### src/rtl/u8sd_pkg.sv
// Shared types and constants for the UTF-8 stream decoder.
`timescale 1ns / 1ps

package u8sd_pkg;

  localparam int unsigned ByteW = 8;
  localparam int unsigned CpW   = 31;
  localparam int unsigned CntW  = 3;
  localparam int unsigned ContW = 6;

  // Largest count of octets still due after a lead byte (six-octet form).
  localparam logic [CntW-1:0] MaxRemaining = 3'd5;

  // Decoder state carried from byte to byte.
  typedef struct packed {
    logic [CntW-1:0] bytes_remaining;
    logic [CpW-1:0]  accumulator;
  } u8sd_state_t;

  // One decode result for a byte.
  typedef struct packed {
    logic           valid;
    logic [CpW-1:0] code_point;
    logic           invalid;
  } u8sd_result_t;

endpackage

### src/rtl/u8sd_step.sv
// Combinational decode of one byte against the current decoder state.
`timescale 1ns / 1ps

module u8sd_step import u8sd_pkg::*; (
  input  logic [ByteW-1:0] byte_i,
  input  u8sd_state_t      state_i,
  output u8sd_state_t      state_o,
  output u8sd_result_t     result_o
);

  logic [CpW-1:0] shifted;

  // Continuation path: shift in six payload bits, keep the low 31 bits.
  assign shifted = {state_i.accumulator[CpW-ContW-1:0], byte_i[ContW-1:0]};

  always_comb begin
    state_o  = state_i;
    result_o = '0;
    if (state_i.bytes_remaining != '0) begin
      // Inside a sequence: every byte is taken as a continuation.
      state_o.accumulator     = shifted;
      state_o.bytes_remaining = state_i.bytes_remaining - 3'd1;
      if (state_i.bytes_remaining == 3'd1) begin
        result_o.valid      = 1'b1;
        result_o.code_point = shifted;
      end
    end else begin
      // No sequence open: classify the byte as ASCII, lead or invalid.
      casez (byte_i)
        8'b0???_????: begin
          result_o.valid      = 1'b1;
          result_o.code_point = {{(CpW-ByteW){1'b0}}, byte_i};
        end
        8'b110?_????: begin
          state_o.accumulator     = {{(CpW-5){1'b0}}, byte_i[4:0]};
          state_o.bytes_remaining = 3'd1;
        end
        8'b1110_????: begin
          state_o.accumulator     = {{(CpW-4){1'b0}}, byte_i[3:0]};
          state_o.bytes_remaining = 3'd2;
        end
        8'b1111_0???: begin
          state_o.accumulator     = {{(CpW-3){1'b0}}, byte_i[2:0]};
          state_o.bytes_remaining = 3'd3;
        end
        8'b1111_10??: begin
          state_o.accumulator     = {{(CpW-2){1'b0}}, byte_i[1:0]};
          state_o.bytes_remaining = 3'd4;
        end
        8'b1111_110?: begin
          state_o.accumulator     = {{(CpW-1){1'b0}}, byte_i[0]};
          state_o.bytes_remaining = MaxRemaining;
        end
        default: begin
          // Stray continuation byte, 0xFE or 0xFF.
          result_o.valid   = 1'b1;
          result_o.invalid = 1'b1;
        end
      endcase
    end
  end

endmodule

### src/rtl/utf8_stream_decoder_unit.sv
// Input transfer reaches the result through the input register and then the result register.
// Throughput: one byte per cycle while the result register is empty or being read.
// Bytes that open or continue a sequence give no result; the completing byte gives one.
// The input register holds one byte while a result waits, so input stalls only when both are full.
// Reset (rst_n low, synchronous) clears valids and closes any open sequence.
`timescale 1ns / 1ps

module utf8_stream_decoder_unit import u8sd_pkg::*; (
  input  logic             clk,
  input  logic             rst_n,
  input  logic             in_valid,
  output logic             in_stall,
  input  logic [ByteW-1:0] in_byte,
  output logic             out_valid,
  input  logic             out_stall,
  output logic [CpW-1:0]   out_code_point,
  output logic             out_invalid
);

  logic             s1_valid_r;
  logic [ByteW-1:0] s1_byte_r;
  u8sd_state_t      state_r;
  u8sd_state_t      state_nxt;
  u8sd_result_t     res_nxt;
  logic             out_valid_r;
  logic [CpW-1:0]   out_code_point_r;
  logic             out_invalid_r;
  logic             advance;
  logic             consume;

  // The result register can take a new value when empty or being read.
  assign advance  = !out_valid_r || !out_stall;
  assign consume  = s1_valid_r && advance;
  assign in_stall = s1_valid_r && !advance;

  u8sd_step u_step (
    .byte_i   (s1_byte_r),
    .state_i  (state_r),
    .state_o  (state_nxt),
    .result_o (res_nxt)
  );

  // Input register.
  always_ff @(posedge clk) begin
    if (!rst_n) begin
      s1_valid_r <= 1'b0;
    end else if (!in_stall) begin
      s1_valid_r <= in_valid;
    end
  end

  always_ff @(posedge clk) begin
    if (!in_stall && in_valid) begin
      s1_byte_r <= in_byte;
    end
  end

  // Decoder state advances once per consumed byte.
  always_ff @(posedge clk) begin
    if (!rst_n) begin
      state_r <= '0;
    end else if (consume) begin
      state_r <= state_nxt;
    end
  end

  // Result register.
  always_ff @(posedge clk) begin
    if (!rst_n) begin
      out_valid_r <= 1'b0;
    end else if (advance) begin
      out_valid_r <= consume && res_nxt.valid;
    end
  end

  always_ff @(posedge clk) begin
    if (advance && consume && res_nxt.valid) begin
      out_code_point_r <= res_nxt.code_point;
      out_invalid_r    <= res_nxt.invalid;
    end
  end

  assign out_valid      = out_valid_r;
  assign out_code_point = out_code_point_r;
  assign out_invalid    = out_invalid_r;

  // An invalid result always carries a zero code point.
  assert property (@(posedge clk) disable iff (!rst_n)
    out_valid_r && out_invalid_r |-> out_code_point_r == '0)
    else $error("invalid result with nonzero code point");

  // The open-sequence count never exceeds the six-octet form.
  assert property (@(posedge clk) disable iff (!rst_n)
    state_r.bytes_remaining <= MaxRemaining)
    else $error("bytes_remaining out of range");

  // A consumed byte inside a sequence counts the sequence down by one.
  assert property (@(posedge clk) disable iff (!rst_n)
    consume && state_r.bytes_remaining != '0 |=>
      state_r.bytes_remaining == $past(state_r.bytes_remaining) - 3'd1)
    else $error("sequence count did not step down");

  // Input stalls only while the input register holds a byte and a result waits.
  assert property (@(posedge clk) disable iff (!rst_n)
    in_stall |-> s1_valid_r && out_valid_r)
    else $error("input stalled with free space");

endmodule
### config.mk
export PLATFORM = sky130hd
export DESIGN_NAME = utf8_stream_decoder_unit
export DESIGN_NICKNAME = d
export VERILOG_FILES = /design/src/rtl/u8sd_pkg.sv /design/src/rtl/u8sd_step.sv /design/src/rtl/utf8_stream_decoder_unit.sv
export SDC_FILE = /design/constraint.sdc
export NUM_CORES = 1
export LEC_CHECK = 0
export ABC_CLOCK_PERIOD_IN_PS = 3600
export CAP_MARGIN = 5
export CORE_ASPECT_RATIO = 1.2
export CORE_UTILIZATION = 60
export CTS_BUF_LIST = sky130_fd_sc_hd__clkbuf_8
export DETAILED_ROUTE_END_ITERATION = 8
export DONT_BUFFER_PORTS = 1
export PLACE_DENSITY_LB_ADDON = 0.12
export SLEW_MARGIN = 30
export SYNTH_ARGS = -nofsm -noshare
export SYNTH_HDL_FRONTEND = slang
export SYNTH_SLANG_ARGS = --single-unit
### constraint.sdc
create_clock -name clk -period 3.6 [get_ports clk]
set_clock_uncertainty 0.1 [all_clocks]
set_input_delay 0.36 -clock clk [delete_from_list [all_inputs] [get_ports clk]]
set_output_delay 0.36 -clock clk [all_outputs]
set_load 0.005 [all_outputs]
==> run_results.csv <==
group,metric,value,unit
status,status,"completed",
floorplanning,rows,26,
timing,finalHoldViolCount,0,
final_layout,layout.cells.most_common,"edfxtp_1",
power,p_total,1.67,mW
final_layout,n_fill_cell,325,
logic_synthesis,ys_ff_latch,70,
worst_setup_path,end_kind,"flop",
clock_network,cts_buffers,9,
clock_network,clock_latency,340,ps
worst_setup_path,startpoint_type,"flop",
detailed_routing,vias,1781,
timing,post-route-period-util,65.3,%
clock_network,clock_path_buffers,2,
clock_network,path_clk_slew,70,ps
timing,fin_crit,2350,ps
floorplanning,initial_core_util,64.0,%
timing,tns,0,ps
clock_network,cts_setup_buffers,0,
global_route,grt_overflow_total,0,
timing,slew_headroom,48.0,%
clock_network,cts_resized,0,
logic_synthesis,netlist_area,2790,um2
global_route,gr-usage-all-layers,21.5,%
logic_synthesis,yosys_warnings,0,
logic_synthesis,synth_nets,253,
detailed_routing,wl_per_cell,16.0,um
detailed_routing,drtIter0Drc,186,
worst_setup_path,arrival,2250,ps
final_layout,final_nets,256,
worst_setup_path,crit_type,"flop to flop",
floorplanning,core-area,4360,um2
floorplanning,pin_count,46,
clock_network,clock_sinks,70,
final_layout,layout_common_cells,"40 x edfxtp_1, 32 x nand2_1, 30 x dfxtp_1, 27 x nand3_1, 26 x and3_1",
global_route,grt_antenna_before_repair,0,
worst_setup_path,worstPathRequired,3500,ps
timing,slew_violations,0,
clock_network,htreeDepth,3,
global_route,grt_first_pass_wirelength,7.93,mm
logic_synthesis,synthFlopType,"edfxtp_1",
final_layout,area_delta_synth_final,9.91,%
power,ir_worst_vdd,392,uV
detailed_routing,viasPerCell,5.90,
detailed_routing,drc,0,
detailed_routing,dr.pass1.iters,4,
logic_synthesis,async_flop_share,0,%
global_route,grt_pass1_vias,1646,
global_route,grt_max_degree,35,
logic_synthesis,syn_inst,238,
logic_synthesis,synth.distinct_cells,28,
timing,tightestPinTransition,780,ps
timing,maxClockFrequency,425,MHz
logic_synthesis,synth_edf_count,40,
clock_network,cts_hold_buf,0,
detailed_routing,routed_wl,4.85,mm
power,p_per_area,546,nW/um2
logic_synthesis,avgSynthCellArea,11.7,um2
place,dp_hpwl,3.07,mm
place,port_buffers,0,
logic_synthesis,yosysSeqAreaShare,64.6,%
clock_network,ctsRootBufferMaster,"clkbuf_8",
detailed_routing,detail-route-antenna-nets,0,
worst_setup_path,crit_fanout,32,
flow_run,drv_cap,0,
final_layout,diodes,0,
floorplanning,die_y,76.7,um
floorplanning,die_x,64.2,um
floorplanning,dieArea,4930,um2
min_path,hp-class,"primary input to flop",
timing,holdWs,20.9,ps
place,gp_congestion,0.875,
timing,rsz0062_at_grt,"false",
clock_network,cts_tree,"yes",
timing,setup_viol,0,
power,p_leak,1.13,nW
final_layout,drive_gt1_share,10.2,%
-- final cells by class --
| class | count | area (um2) | share of cell area, % |
|---|---|---|---|
| multi-input cells | 151 | 906 | 29.6 |
| clock inverters | 6 | 86.3 | 2.82 |
| repair buffers | 6 | 52.6 | 1.71 |
| clock buffers | 10 | 138 | 4.49 |
| well taps | 56 | 70.1 | 2.29 |
| flip-flops and latches | 70 | 1800 | 58.8 |
| inverters | 3 | 11.3 | 0.367 |
-- layer usage --
layer | track usage, % | vias up | share of wire, %
met5 | 0 | - | 0
met4 | 12.0 | 0 | 2.7
met3 | 6.70 | 12 | 4.3
met1 | 27.6 | 842 | 44
met2 | 32.1 | 65 | 49
li1 | - | 862 | -
-- kinds of logic (layout without fill, tap and decap cells) --
| family | after synthesis | count (layout) | synth area share [%] |
|---|---|---|---|
| and+or+nand+nor | 105 | 105 | 18.9 |
| adders and majority gates | 3 | 3 | 1.35 |
| DFF | 70 | 70 | 64.6 |
| buffers and inverters | 17 | 25 | 3.10 |
| AOI/OAI and AO/OA | 43 | 43 | 12.0 |
-- where the power goes --
group / total [mW] / switching (mW) / internal, mW
clock network: 0.686 / 0.279 / 0.407
registers: 0.894 / 0.0183 / 0.875
logic: 0.0947 / 0.0664 / 0.0284
-- registers in the layout, indices dropped and copies added (netlist names) --
register and flops:
out_valid 1, out_code_point 31, out_invalid 1, state_r 28, s1_valid_r 1, s1_byte_r 8
-- critical path, stage by stage (launching register included) --
cell and delay, ps:
dfxtp_1 310, inv_1 90, ha_1 620, and2_1 280, a21oi_1 100, nor2b_2 130
buf_4 360
-- through the flow --
stage | utilization [%] | instances | setup WS, ps | instance area, um2
finish | 70.3 | 302 | 1250 | 3070
global route | 70.3 | 302 | 1080 | 3070
CTS | 69.6 | 299 | 994 | 3030
floorplan | - | 238 | 487 | 2790
detailed placement | 64.4 | 283 | 1040 | 2810
global placement | 64.4 | 283 | 1130 | 2810
-- path summary, 6_finish.rpt --
kind / startpoint / to / slack, ps / cells past startpoint
worst max-delay path: state_r[32] / out_code_point[3] / 1250 / 6
worst min-delay path: in_byte[5] / s1_byte_r[5] / 20 / 0
worst max register to register: state_r[32] / out_code_point[3] / 1250 / 6
worst min register to register: state_r[22] / state_r[22] / 350 / 2
-- cells in the mapped netlist (all sizes together), types with 2 or more instances --
cell / count / area share, %
a21boi: 24 / 6.6
a21oi: 2 / 0.36
and2: 2 / 0.45
and3: 26 / 5.8
buf: 3 / 1.2
clkbuf: 11 / 1.5
dfxtp: 30 / 22
edfxtp: 40 / 43
ha: 3 / 1.3
inv: 3 / 0.40
nand2: 32 / 4.3
nand2b: 2 / 0.45
nand3: 27 / 4.8
nor2: 7 / 0.94
nor2b: 8 / 1.8
o21ai: 9 / 1.6
Note: power is estimated with default switching activity, not from simulation.
